### config.mk
export PLATFORM = sky130hd
export DESIGN_NAME = modular_exponentiation
export DESIGN_NICKNAME = d
export VERILOG_FILES = /design/src/hdl/modexp_pkg.sv /design/src/hdl/modular_exponentiation.sv /design/src/hdl/modexp_mulmod.sv /design/src/hdl/modexp_dp.sv /design/src/hdl/modexp_ctrl.sv
export SDC_FILE = /design/constraint.sdc
export NUM_CORES = 1
export LEC_CHECK = 0
export BUFFER_PORTS_ARGS = -buffer_cell sky130_fd_sc_hd__buf_2
export CORE_MARGIN = 2
export CORE_UTILIZATION = 32
export DETAILED_ROUTE_END_ITERATION = 16
export GPL_TIMING_DRIVEN = 0
export PLACE_DENSITY = 0.55
export SYNTH_ARGS = -nofsm -noshare
export SYNTH_HDL_FRONTEND = slang
export SYNTH_HIERARCHICAL = 1
export SYNTH_SLANG_ARGS = --single-unit
### constraint.sdc
create_clock -name clk -period 7.4 [get_ports clk]
set_clock_uncertainty 0.2 [all_clocks]
set_input_delay 0.74 -clock clk [delete_from_list [all_inputs] [get_ports clk]]
set_output_delay 0.74 -clock clk [all_outputs]
set_load 0.05 [all_outputs]
### src/hdl/modexp_pkg.sv
// ----------------------------------------------------------------------------
// modexp_pkg
// shared constants and controller/datapath interface types
// ----------------------------------------------------------------------------
`default_nettype none

package modexp_pkg;

	localparam int WORD_BITS_DEF = 32;
	localparam int DATA_BITS     = 32;
	localparam int CFG_IDX_BITS  = 2;
	localparam int CFG_DATA_BITS = 32;

	localparam logic [31:0] MODULUS_RESET  = 32'd1000000007;
	localparam logic [31:0] EXPONENT_RESET = 32'd1000000005;

	localparam logic [CFG_IDX_BITS-1:0] REG_MODULUS  = 2'd0;
	localparam logic [CFG_IDX_BITS-1:0] REG_EXPONENT = 2'd1;

	// controller to datapath
	typedef struct packed {
		logic load;       // accept a base, start its reduction
		logic step;       // one shift-add step in both product units
		logic start_bit;  // start acc*sq and sq*sq for the current exponent bit
		logic take_sq;    // reduced base becomes the running square
		logic update;     // commit products, shift exponent
		logic deliver;    // move accumulator to the output register
	} cmd_t;

	// datapath to controller
	typedef struct packed {
		logic e_zero;     // no exponent bits left
		logic m_small;    // modulus below two
	} sts_t;

endpackage

`default_nettype wire

### src/hdl/modular_exponentiation.sv
// ----------------------------------------------------------------------------
// modular_exponentiation
// base^exponent mod modulus by right-to-left square-and-multiply
// ----------------------------------------------------------------------------
// channel   dir  width  contents
// s_axis    in   32     base_value
// m_axis    out  32     power_result
// cfg       in   2+32   register index, write data (modulus, exponent)
//
// one base at a time: the base is first reduced, then each exponent bit up
// to the highest set one is handled by two product units working side by
// side, one multiplier bit per cycle.
// a modulus below two gives 0.
// reset restores modulus 1000000007 and exponent 1000000005.
// a new base is taken while the previous result still waits on m_axis.
// ----------------------------------------------------------------------------
`default_nettype none

module modular_exponentiation #(
	parameter int WORD_BITS = modexp_pkg::WORD_BITS_DEF
) (
	input  wire logic                                 clk,
	input  wire logic                                 arst_n,
	input  wire logic                                 s_axis_tvalid,
	output logic                                      s_axis_tready,
	input  wire logic [modexp_pkg::DATA_BITS-1:0]     s_axis_tdata,  // base_value
	output logic                                      m_axis_tvalid,
	input  wire logic                                 m_axis_tready,
	output logic      [modexp_pkg::DATA_BITS-1:0]     m_axis_tdata,  // power_result
	input  wire logic                                 cfg_wr_en,
	input  wire logic [modexp_pkg::CFG_IDX_BITS-1:0]  cfg_index,
	input  wire logic [modexp_pkg::CFG_DATA_BITS-1:0] cfg_data
);

	logic [WORD_BITS-1:0] modulus_q;
	logic [WORD_BITS-1:0] exponent_q;
	modexp_pkg::cmd_t     cmd;
	modexp_pkg::sts_t     sts;

	always_ff @(posedge clk or negedge arst_n) begin
		if (!arst_n) begin
			modulus_q  <= modexp_pkg::MODULUS_RESET[WORD_BITS-1:0];
			exponent_q <= modexp_pkg::EXPONENT_RESET[WORD_BITS-1:0];
		end else if (cfg_wr_en) begin
			if (cfg_index == modexp_pkg::REG_MODULUS) begin
				modulus_q <= cfg_data[WORD_BITS-1:0];
			end else if (cfg_index == modexp_pkg::REG_EXPONENT) begin
				exponent_q <= cfg_data[WORD_BITS-1:0];
			end
		end
	end

	modexp_ctrl #(.WORD_BITS(WORD_BITS)) u_ctrl (
		.clk       (clk),
		.arst_n    (arst_n),
		.in_valid  (s_axis_tvalid),
		.in_ready  (s_axis_tready),
		.out_valid (m_axis_tvalid),
		.out_ready (m_axis_tready),
		.cmd       (cmd),
		.sts       (sts)
	);

	modexp_dp #(.WORD_BITS(WORD_BITS)) u_dp (
		.clk          (clk),
		.cmd          (cmd),
		.sts          (sts),
		.modulus      (modulus_q),
		.exponent     (exponent_q),
		.base_value   (s_axis_tdata),
		.power_result (m_axis_tdata)
	);

endmodule

`default_nettype wire

### src/hdl/modexp_mulmod.sv
// ----------------------------------------------------------------------------
// modexp_mulmod
// bit-serial modular product a*b mod m, one multiplier bit per step, msb first
// ----------------------------------------------------------------------------
`default_nettype none

module modexp_mulmod #(
	parameter int WORD_BITS = modexp_pkg::WORD_BITS_DEF
) (
	input  wire logic                 clk,
	input  wire logic                 start,
	input  wire logic                 step,
	input  wire logic [WORD_BITS-1:0] a,
	input  wire logic [WORD_BITS-1:0] b,
	input  wire logic [WORD_BITS-1:0] m,
	output logic      [WORD_BITS-1:0] r
);

	logic [WORD_BITS-1:0] r_q;
	logic [WORD_BITS-1:0] a_q;
	logic [WORD_BITS-1:0] b_q;
	logic [WORD_BITS:0]   m_ext;
	logic [WORD_BITS:0]   dbl;
	logic [WORD_BITS:0]   red1;
	logic [WORD_BITS:0]   sum;
	logic [WORD_BITS:0]   red2;

	// r stays below m, so 2r and r+a both stay below 2m
	always_comb begin
		m_ext = {1'b0, m};
		dbl   = {r_q, 1'b0};
		red1  = (dbl >= m_ext) ? (dbl - m_ext) : dbl;
		sum   = red1 + (b_q[WORD_BITS-1] ? {1'b0, a_q} : '0);
		red2  = (sum >= m_ext) ? (sum - m_ext) : sum;
	end

	always_ff @(posedge clk) begin
		if (start) begin
			r_q <= '0;
			a_q <= a;
			b_q <= b;
		end else if (step) begin
			r_q <= red2[WORD_BITS-1:0];
			b_q <= {b_q[WORD_BITS-2:0], 1'b0};
		end
	end

	assign r = r_q;

endmodule

`default_nettype wire

### src/hdl/modexp_dp.sv
// ----------------------------------------------------------------------------
// modexp_dp
// datapath: accumulator, running square, exponent shifter, two product units
// ----------------------------------------------------------------------------
`default_nettype none

module modexp_dp #(
	parameter int WORD_BITS = modexp_pkg::WORD_BITS_DEF
) (
	input  wire logic                             clk,
	input  wire modexp_pkg::cmd_t                 cmd,
	output modexp_pkg::sts_t                      sts,
	input  wire logic [WORD_BITS-1:0]             modulus,
	input  wire logic [WORD_BITS-1:0]             exponent,
	input  wire logic [modexp_pkg::DATA_BITS-1:0] base_value,
	output logic      [modexp_pkg::DATA_BITS-1:0] power_result
);

	logic [WORD_BITS-1:0] acc_q;
	logic [WORD_BITS-1:0] sq_q;
	logic [WORD_BITS-1:0] e_q;
	logic [modexp_pkg::DATA_BITS-1:0] res_q;
	logic [WORD_BITS-1:0] sq_a;
	logic [WORD_BITS-1:0] sq_b;
	logic [WORD_BITS-1:0] acc_prod;
	logic [WORD_BITS-1:0] sq_prod;
	logic                 m_small;
	logic                 start_any;

	assign m_small   = (modulus[WORD_BITS-1:1] == '0);
	assign start_any = cmd.load | cmd.start_bit;

	// the square unit first reduces the base as 1*base mod m
	always_comb begin
		if (cmd.load) begin
			sq_a = WORD_BITS'(1);
			sq_b = base_value[WORD_BITS-1:0];
		end else begin
			sq_a = sq_q;
			sq_b = sq_q;
		end
	end

	modexp_mulmod #(.WORD_BITS(WORD_BITS)) u_mul_acc (
		.clk   (clk),
		.start (start_any),
		.step  (cmd.step),
		.a     (sq_q),
		.b     (acc_q),
		.m     (modulus),
		.r     (acc_prod)
	);

	modexp_mulmod #(.WORD_BITS(WORD_BITS)) u_mul_sq (
		.clk   (clk),
		.start (start_any),
		.step  (cmd.step),
		.a     (sq_a),
		.b     (sq_b),
		.m     (modulus),
		.r     (sq_prod)
	);

	always_ff @(posedge clk) begin
		if (cmd.load) begin
			e_q   <= exponent;
			acc_q <= m_small ? '0 : WORD_BITS'(1);
		end
		if (cmd.take_sq) begin
			sq_q <= sq_prod;
		end
		if (cmd.update) begin
			if (e_q[0]) begin
				acc_q <= acc_prod;
			end
			sq_q <= sq_prod;
			e_q  <= {1'b0, e_q[WORD_BITS-1:1]};
		end
		if (cmd.deliver) begin
			res_q <= modexp_pkg::DATA_BITS'(acc_q);
		end
	end

	assign sts.e_zero  = (e_q == '0);
	assign sts.m_small = m_small;
	assign power_result = res_q;

endmodule

`default_nettype wire

### src/hdl/modexp_ctrl.sv
// ----------------------------------------------------------------------------
// modexp_ctrl
// sequencer for reduction, per-bit products and result hand-off
// ----------------------------------------------------------------------------
`default_nettype none

module modexp_ctrl #(
	parameter int WORD_BITS = modexp_pkg::WORD_BITS_DEF
) (
	input  wire logic             clk,
	input  wire logic             arst_n,
	input  wire logic             in_valid,
	output logic                  in_ready,
	output logic                  out_valid,
	input  wire logic             out_ready,
	output modexp_pkg::cmd_t      cmd,
	input  wire modexp_pkg::sts_t sts
);

	localparam int CNT_BITS = (WORD_BITS > 1) ? $clog2(WORD_BITS) : 1;
	localparam logic [CNT_BITS-1:0] CNT_LAST = CNT_BITS'(WORD_BITS - 1);

	typedef enum logic [2:0] {
		ST_IDLE,
		ST_RED,
		ST_LOADSQ,
		ST_BIT,
		ST_MUL,
		ST_UPDATE,
		ST_DONE
	} state_t;

	state_t              state_q;
	logic [CNT_BITS-1:0] cnt_q;
	logic                out_valid_q;
	logic                accept;
	logic                out_free;
	logic                out_load;

	assign in_ready = (state_q == ST_IDLE);
	assign accept   = in_valid & in_ready;
	assign out_free = ~out_valid_q | out_ready;
	assign out_load = (state_q == ST_DONE) && out_free;

	always_comb begin
		cmd           = '0;
		cmd.load      = accept;
		cmd.step      = (state_q == ST_RED) || (state_q == ST_MUL);
		cmd.take_sq   = (state_q == ST_LOADSQ);
		cmd.start_bit = (state_q == ST_BIT) && !sts.e_zero;
		cmd.update    = (state_q == ST_UPDATE);
		cmd.deliver   = out_load;
	end

	always_ff @(posedge clk or negedge arst_n) begin
		if (!arst_n) begin
			state_q     <= ST_IDLE;
			cnt_q       <= '0;
			out_valid_q <= 1'b0;
		end else begin
			if (out_load) begin
				out_valid_q <= 1'b1;
			end else if (out_ready) begin
				out_valid_q <= 1'b0;
			end
			unique case (state_q)
				ST_IDLE: begin
					cnt_q <= '0;
					if (accept) begin
						state_q <= sts.m_small ? ST_DONE : ST_RED;
					end
				end
				ST_RED: begin
					if (cnt_q == CNT_LAST) begin
						cnt_q   <= '0;
						state_q <= ST_LOADSQ;
					end else begin
						cnt_q <= cnt_q + CNT_BITS'(1);
					end
				end
				ST_LOADSQ: begin
					state_q <= ST_BIT;
				end
				ST_BIT: begin
					cnt_q   <= '0;
					state_q <= sts.e_zero ? ST_DONE : ST_MUL;
				end
				ST_MUL: begin
					if (cnt_q == CNT_LAST) begin
						cnt_q   <= '0;
						state_q <= ST_UPDATE;
					end else begin
						cnt_q <= cnt_q + CNT_BITS'(1);
					end
				end
				ST_UPDATE: begin
					state_q <= ST_BIT;
				end
				ST_DONE: begin
					if (out_free) begin
						state_q <= ST_IDLE;
					end
				end
				default: begin
					state_q <= ST_IDLE;
				end
			endcase
		end
	end

	assign out_valid = out_valid_q;

endmodule

`default_nettype wire

==> results of run 1 <==
-- flip-flops by register name (all words and copies together), names as in the netlist --
name and flops:
exponent_q 32, modulus_q 32, u_dp/acc_q 32, u_dp/e_q 32
u_dp/power_result 32, u_dp/sq_q 32, u_dp/u_mul_acc/a_q 32, u_dp/u_mul_acc/b_q 32
u_dp/u_mul_acc/r 32, u_dp/u_mul_sq/a_q 32, u_dp/u_mul_sq/b_q 32, u_dp/u_mul_sq/r 32
u_ctrl/cnt_q 5, u_ctrl/state_q 3, u_ctrl/out_valid 1
-- metrics by stage --
| step | TNS [ns] | hold slack (ns) | cell area [sq um] |
|---|---|---|---|
| 3_5_place_dp | -162.45 | 0.233 | 29300 |
| 3_3_place_gp | -167.90 | 0.225 | 29200 |
| 6_report | -18.66 | 0.211 | 34900 |
| 5_1_grt | -26.23 | 0.196 | 34900 |
| 2_1_floorplan | 0 | 0.218 | 27200 |
| 4_1_cts | -25.63 | 0.187 | 32200 |
-- Yosys cell counts (all sizes together), types with 7 or more instances --
cell,n,area share
a2111oi,14,0.0055
a211oi,38,0.011
a21o,121,0.033
a21oi,229,0.043
a221o,8,0.0029
a311oi,33,0.011
a31oi,14,0.0032
and2,78,0.018
and3,20,0.0048
buf,53,0.013
clkbuf,55,0.0087
dfrtp,42,0.039
dfstp,31,0.030
dfxtp,97,0.071
edfxtp,223,0.25
ha,194,0.089
inv,140,0.019
mux2,186,0.077
nand2,189,0.026
nand2b,27,0.0062
nand3,63,0.012
nand4,25,0.0062
nor2,206,0.029
nor2b,48,0.011
nor3,46,0.0086
nor4,29,0.0074
o211ai,27,0.0076
o21a,35,0.0097
o21ai,165,0.035
o21bai,30,0.0083
o31ai,21,0.0058
o41ai,7,0.0036
or2,13,0.0030
or3,11,0.0025
xnor2,112,0.036
xor2,51,0.017
-- worst max-delay path: cells and delay by family (launching register included) --
family,cells,cell delay [ns]
multiplexers,1,0.36
AND/OR/NAND/NOR,5,0.68
XOR/XNOR,1,0.28
AO/OA/AOI/OAI,20,3.83
buffers and inverters,8,1.25
adder cells (fa/ha/maj),3,0.94
flip-flops,1,0.43
-- area by class of cell --
| class | count | area, sq um |
|---|---|---|
| Inverter | 140 | 539 |
| Fill cell | 8194 | 49000 |
| Sequential cell | 393 | 10500 |
| Multi-Input combinational cell | 2148 | 17800 |
| Clock inverter | 20 | 216 |
| Buffer | 101 | 806 |
| Clock buffer | 60 | 1220 |
| Timing Repair Buffer | 313 | 2410 |
| Tap cell | 1134 | 1420 |
-- cells by family after synthesis --
| logic type | count (synthesis) | synth area share |
|---|---|---|
| and+or+nand+nor | 784 | 0.144 |
| xor gates and xnor gates | 163 | 0.0537 |
| adders and majority gates | 200 | 0.0936 |
| buffers and inverters | 248 | 0.0414 |
| AOI/OAI and AO/OA | 811 | 0.204 |
| muxes | 188 | 0.0777 |
| DFF | 393 | 0.386 |
-- path summary, 6_finish.rpt --
kind / end / slack, ns / cells past startpoint
setup / recovery: u_dp/u_mul_sq/r[9] / -0.68 / 38
hold / removal: exponent_q[20] / 0.21 / 2
setup reg to reg: u_dp/u_mul_sq/r[9] / -0.68 / 38
hold reg to reg: u_dp/u_mul_acc/a_q[31] / 0.25 / 0
max in group asynchronous: modulus_q[9] / 5.91 / 3
min in group asynchronous: exponent_q[12] / 0.46 / 2
-- repair_timing --
item                                    in CTS  in global routing
pin swaps                                   70                160
endpoints found under the hold margin       13                  0
endpoints found under the setup margin      64                 64
hold buffers                                 1                  0
resized for setup                          195                360
setup buffers                               80                119
gates cloned                                 3                  9
-- cells in the final DEF, fill, tap and decap left out, types with 39 or more instances in the layout --
cell type  count
edfxtp_1     223
nor2_1       193
mux2_2       179
a21oi_1      178
nand2_1      177
buf_4        174
ha_1         132
inv_1        126
buf_2        121
a21o_1       120
dfxtp_1       97
xnor2_1       94
o21ai_0       77
and2_1        76
o21ai_2       54
nand3_1       53
clkbuf_16     51
nor2b_1       47
clkbuf_1      45
buf_6         44
a21oi_2       40
xor2_1        39
-- layer usage --
metal	vias up	routed length, um
met1	11483	42600
met5	-	11
met2	720	43400
met4	2	4640
li1	11027	-
met3	200	5190
==> results.txt, run 1 <==
* Failing checks: negative setup slack
- Number of search-and-repair iterations in the first detailed-routing pass: 5
* Reg-to-Reg Start: modulus_q[4]
- For this run, global-route usage on met1 was measured as 0.282.
* Sequential element share of the synthesized area: 0.386
- Weighted congestion reported at the end of routability-driven placement: 0.946
- Measured along the x axis, the die boundary spans 296 um.
* Unrepaired setup endpoints after global routing: yes
* Final Max Tran Viols: 0
- The core region is 0.0840 sq mm.
- In this run the deepest clock path goes through 3 buffers.
* Number of max-cap violations: 0
- Counting every sink on the clock net gives 393.
- Via count: 23,432
* Min-delay src: cfg_data[20]
* Final std cells w/o fill: 4,309
* Number of enable flip-flop cells after synthesis: 223
- Global routing finished with a remaining overflow of 0.
- Startpoint types: flip-flop
- Residual antenna-violating net count after detailed routing: 0
- Derived from the worst setup path, the maximum achievable clock frequency is 0.124 GHz.
- Worst setup startpoint: modulus_q[4]
- The via count of the first global-routing pass is 22,015.
- Die Outline Area: 0.0874 sq mm
* Worst relative slew slack: 0.229
- The worst hold path belongs to the class input pin to flip-flop.
- Of all flip-flops after synthesis, the portion carrying an async set or reset was 0.186.
* Count of cell types in the netlist: 109
- Final Net Count: 3,412
* H-tree depth reported by CTS: 2
- Number of diodes added for antenna fixing: 0
- Summed over all layers, the routed wires come to 95.9 mm.
- Maximum number of pins on one net before global-route repair: 40
- TritonCTS clock tree: built
- Hold Vio Cnt, Final: 0
* Critical Path Most Common Cell: buf_6
* Worst Setup Path Type: flip-flop to flip-flop
- For this run, global-route usage on met3 was measured as 0.0293.
* Run status: complete, but fails checks
* Final Util: 0.416
- Final worst-path setup slack: -0.678 ns
* Placement-stage worst setup slack: -3.10 ns
* Signed area change from the synthesized netlist to the final layout: 28.3%
- Worst endpoint required time: 7.69 ns
- The first global-routing pass estimated 138 mm of wire.
* DRC violation count after routing: 0
* Synth warnings: 6
- Min cycle time layout: 8.08 ns
- On the critical path, the stage with the largest delay is an instance of dfrtp_1.
* Effective utilization at floorplan: 0.324
- The layer flagged by global routing as most heavily used is met2.
- Average cell area after synthesis: 9.77 sq um
- The die is 296 um tall.
* Met2 Resource Use GR: 0.334
- Leading register cell type out of synthesis: edfxtp_1
* Worst-skew pair later-pin latency: 0.59 ns
* Number of setup violations in the final report: 32
* Initial detailed-routing violation count: 1,652
- Syn Std Cell Area: 0.0272 sq mm
- Initial antenna violation count: 1
- Dividing the final minimum period by the clock period gives 1.09.
- Data arrives at the worst endpoint at 8.36 ns.
- After synthesis the netlist holds a flip-flop and latch count of 393.
* Worst Tran Pin Value: 1.16 ns
- Post-detailed-route via-to-cell ratio: 5.44
- For this run, the slowest stage of the critical path takes 0.43 ns.
* Register clock-pin slew on the reported worst setup and hold paths: 0.06 ns
- Clock tree synthesis inserted a total of 44 buffers.
- After technology mapping, the gate count stands at 2,787.
- 105 I/O pins were placed.
- Inst Count DP: 4,028
* Number of rows created at floorplan: 106
- Port Buffers: 104
- Crit path max fanout: 6
- Kind of end point of the critical path: flip-flop
- Clock root cell: clkbuf_16
* HPWL Detailed: 70.7 mm
- Of the cells placed in the final design, the portion with a size suffix greater than 1 is 0.338.
* GRT Util Overall: 0.209
* Average detailed-routed wire length per instance: 22.3 um
- Net count after synthesis: 3,058
Power of run 1 is not shown: default switching activity piles up to over one toggle a cycle in this logic, so the estimate is an artifact.
==> inputs of run 2 (changes only) <==
==> constraint.sdc (replaced) <==
create_clock -name clk -period 7.4 [get_ports clk]
set_clock_uncertainty 0.2 [all_clocks]
set_input_delay 1.11 -clock clk [delete_from_list [all_inputs] [get_ports clk]]
set_output_delay 1.11 -clock clk [all_outputs]
set_load 0.05 [all_outputs]
==> run 2 against run 1 <==
The flow still finishes with violations (negative setup slack); utilization about the same; critical path depth fell by 1; sequential share of layout area barely moved; fmax rose by 0.21%; cell area about the same; first-iteration DRC count up 6.4%; die area unchanged; hold slack improved by 0.042 ns; global-route usage is essentially flat; sequential cell count is the same; cell count hardly changed.
==> results.txt, run 2 (synthesis gave the netlist of run 1 again) <==
- H-tree depth reported by CTS: 2
- Final Net Count: 3,411
- Number of setup violations in the final report: 32
- Measured against its own limit, the worst slew margin works out to 0.228.
- After clock tree synthesis, the clock-pin slew on the worst setup and hold paths is 0.06 ns.
* Min cycle time layout: 8.06 ns
- For this configuration, the core starts out at a cell density of 0.324.
- At the worst endpoint, the required time is 7.69 ns.
- Final worst-path setup slack: -0.662 ns
- The detail route stage leaves a number of antenna-violating nets equal to 0.
- Among the stages of the critical path, the cell type that occurs most often is buf_6.
* Worst Tran Pin Value: 1.16 ns
- Port Buffers: 104
- The final reports fail on negative setup slack.
- Across the run, the number of max-cap violations was 0.
- Summing all multi-input logic gate instances after layout gives 0.0178 sq mm.
- Total gr overflow: 0
- Hold path endpoint: u_dp/u_mul_acc/a_q[31]
- After the first detailed-routing iteration, the DRC count stood at 1,758.
* Clock buffer depth: 3
* Number of rows created at floorplan: 106
- Initial antenna violation count: 1
- Most frequent standard cell in the layout excluding fill and tap cells: edfxtp_1
- The worst setup path is launched from a flip-flop.
* Kind of end point of the critical path: flip-flop
* Wire length after detailed routing: 95.9 mm
- Total number of cells along the worst setup path: 37
- For this run, the total global-route usage over all layers was measured as 0.209.
- Measured in cells, the most critical reg-to-reg path has a length of 37.
* Average detailed-routed wire length per instance: 22.3 um
* Final Max Tran Viols: 0
- Top achievable clock speed: 0.124 GHz
- Hold Vio Cnt, Final: 0
- Fill count: 8,194
* Number of top-level pins: 105
* Number of global-route vias before repair: 22,012
* Min-delay src: u_dp/sq_q[31]
* Critical path's slowest cell: dfstp_2
* TritonCTS clock tree: built
- The first TritonRoute pass finished after 5 iterations.
- Final Hold Slack: 0.253 ns
* R2r setup slk: -0.66 ns
- Detailed placement ended at an HPWL of 70.7 mm.
* Tcrit/Tclk final: 1.09
- Along the worst hold path, the cell count comes to 0.
- The run finished, with violations left.
- Buffers inserted to repair hold after CTS numbered 0.
- Counting tap cells, the placed design contains a total of 4,028 instances.
* Via count: 23,430
- CTS saw 393 sinks.
* RR Endpoint: u_dp/u_mul_sq/r[9]
- Delay-heaviest family, CP: compound AO/OA/AOI/OAI gates
- Weighted congestion reported at the end of routability-driven placement: 0.946
- Worst Setup Path Type: flip-flop to flip-flop
- Entering global routing, the biggest net connects 40 pins.
- In the final layout, flip-flops and latches occupy 0.0105 sq mm.
* Critical Path Max Stage Delay: 0.61 ns
- Excluding fillers, the count of instances in the completed layout stands at 4,308.
- Clock root cell: clkbuf_16
* Post-detailed-route via-to-cell ratio: 5.44
- Signed area change from the synthesized netlist to the final layout: 28.2%
- Buf+Inv Stages, Crit Path: 8
* Hold/Removal Path Class: flip-flop to flip-flop
* First-pass GRT wire length: 138 mm
- DRC violation count after routing: 0
* Most frequent cells in the layout: edfxtp_1, nor2_1, mux2_2, a21oi_1, nand2_1
- Crit path max fanout: 7
- The startpoint identified for the worst register-to-register timing path is modulus_q[19].
* Number of buffers created by CTS: 44
- Die width: 296 um
- Layout cell share with drive strength beyond 1: 0.338
- After floorplanning, the core was sized to cover 0.0840 sq mm.
- The die is 296 um tall.
* Arrival time at the worst endpoint: 8.35 ns
- Setup repair after global routing could not meet its margin everywhere.
* Die Outline Area: 0.0874 sq mm
- Worst-skew pair later-pin latency: 0.59 ns
- 0 antenna diodes ended up in the layout.
[run 2: final cells by class]
| class | instances | area share |
|---|---|---|
| Clock buffer | 60 | 0.0350 |
| Buffer | 101 | 0.0231 |
| Timing Repair Buffer | 312 | 0.0689 |
| Clock inverter | 20 | 0.00620 |
| Tap cell | 1134 | 0.0406 |
| Multi-Input combinational cell | 2148 | 0.510 |
| Inverter | 140 | 0.0154 |
| Sequential cell | 393 | 0.301 |
[run 2: layer usage]
metal,global-route usage,vias up,share of wire
li1,-,11027,-
met1,0.282,11505,0.44
met2,0.334,696,0.45
met3,0.0293,200,0.054
met4,0.0893,2,0.049
met5,0,-,0.00011
[run 2: repair_timing]
item	4_1_cts	5_1_grt
setup endpoints to repair	64	64
gates cloned	3	9
setup buffers	80	119
pin swaps	70	160
gates resized for setup	195	360
[run 2: worst register-to-register path, delay by kind of cell (launching register included)]
family | cells | cell delay [ns]
flops | 1 | 0.61
simple gates | 5 | 0.65
buf+inv | 8 | 1.16
xor+xnor | 1 | 0.28
mux | 1 | 0.36
fa+ha+maj | 3 | 0.87
compound gates | 19 | 3.83
[run 2: how the worst max path moves through the flow]
stage,to,slack (ns),start
after floorplan,u_dp/u_mul_sq/r[9],0.04,modulus_q[19]
after global placement,u_dp/u_mul_sq/r[9],-3.25,modulus_q[19]
after detailed placement,u_dp/u_mul_sq/r[11],-3.10,modulus_q[20]
after CTS,u_dp/u_mul_sq/r[9],-0.50,modulus_q[11]
after global routing,u_dp/u_mul_sq/r[10],-0.81,modulus_q[11]
final,u_dp/u_mul_sq/r[9],-0.66,modulus_q[19]
[run 2: stage by stage]
stage | util | worst slack [ns] | TNS (ns) | instance area, sq um
after floorplan | - | 0.0379 | 0 | 27200
after global placement | 0.348 | -3.25 | -167.90 | 29200
after detailed placement | 0.349 | -3.10 | -162.45 | 29300
after CTS | 0.384 | -0.498 | -25.63 | 32200
after global routing | 0.416 | -0.808 | -26.23 | 34900
final | 0.416 | -0.662 | -17.98 | 34900
Power of run 2 is left out for the same reason.
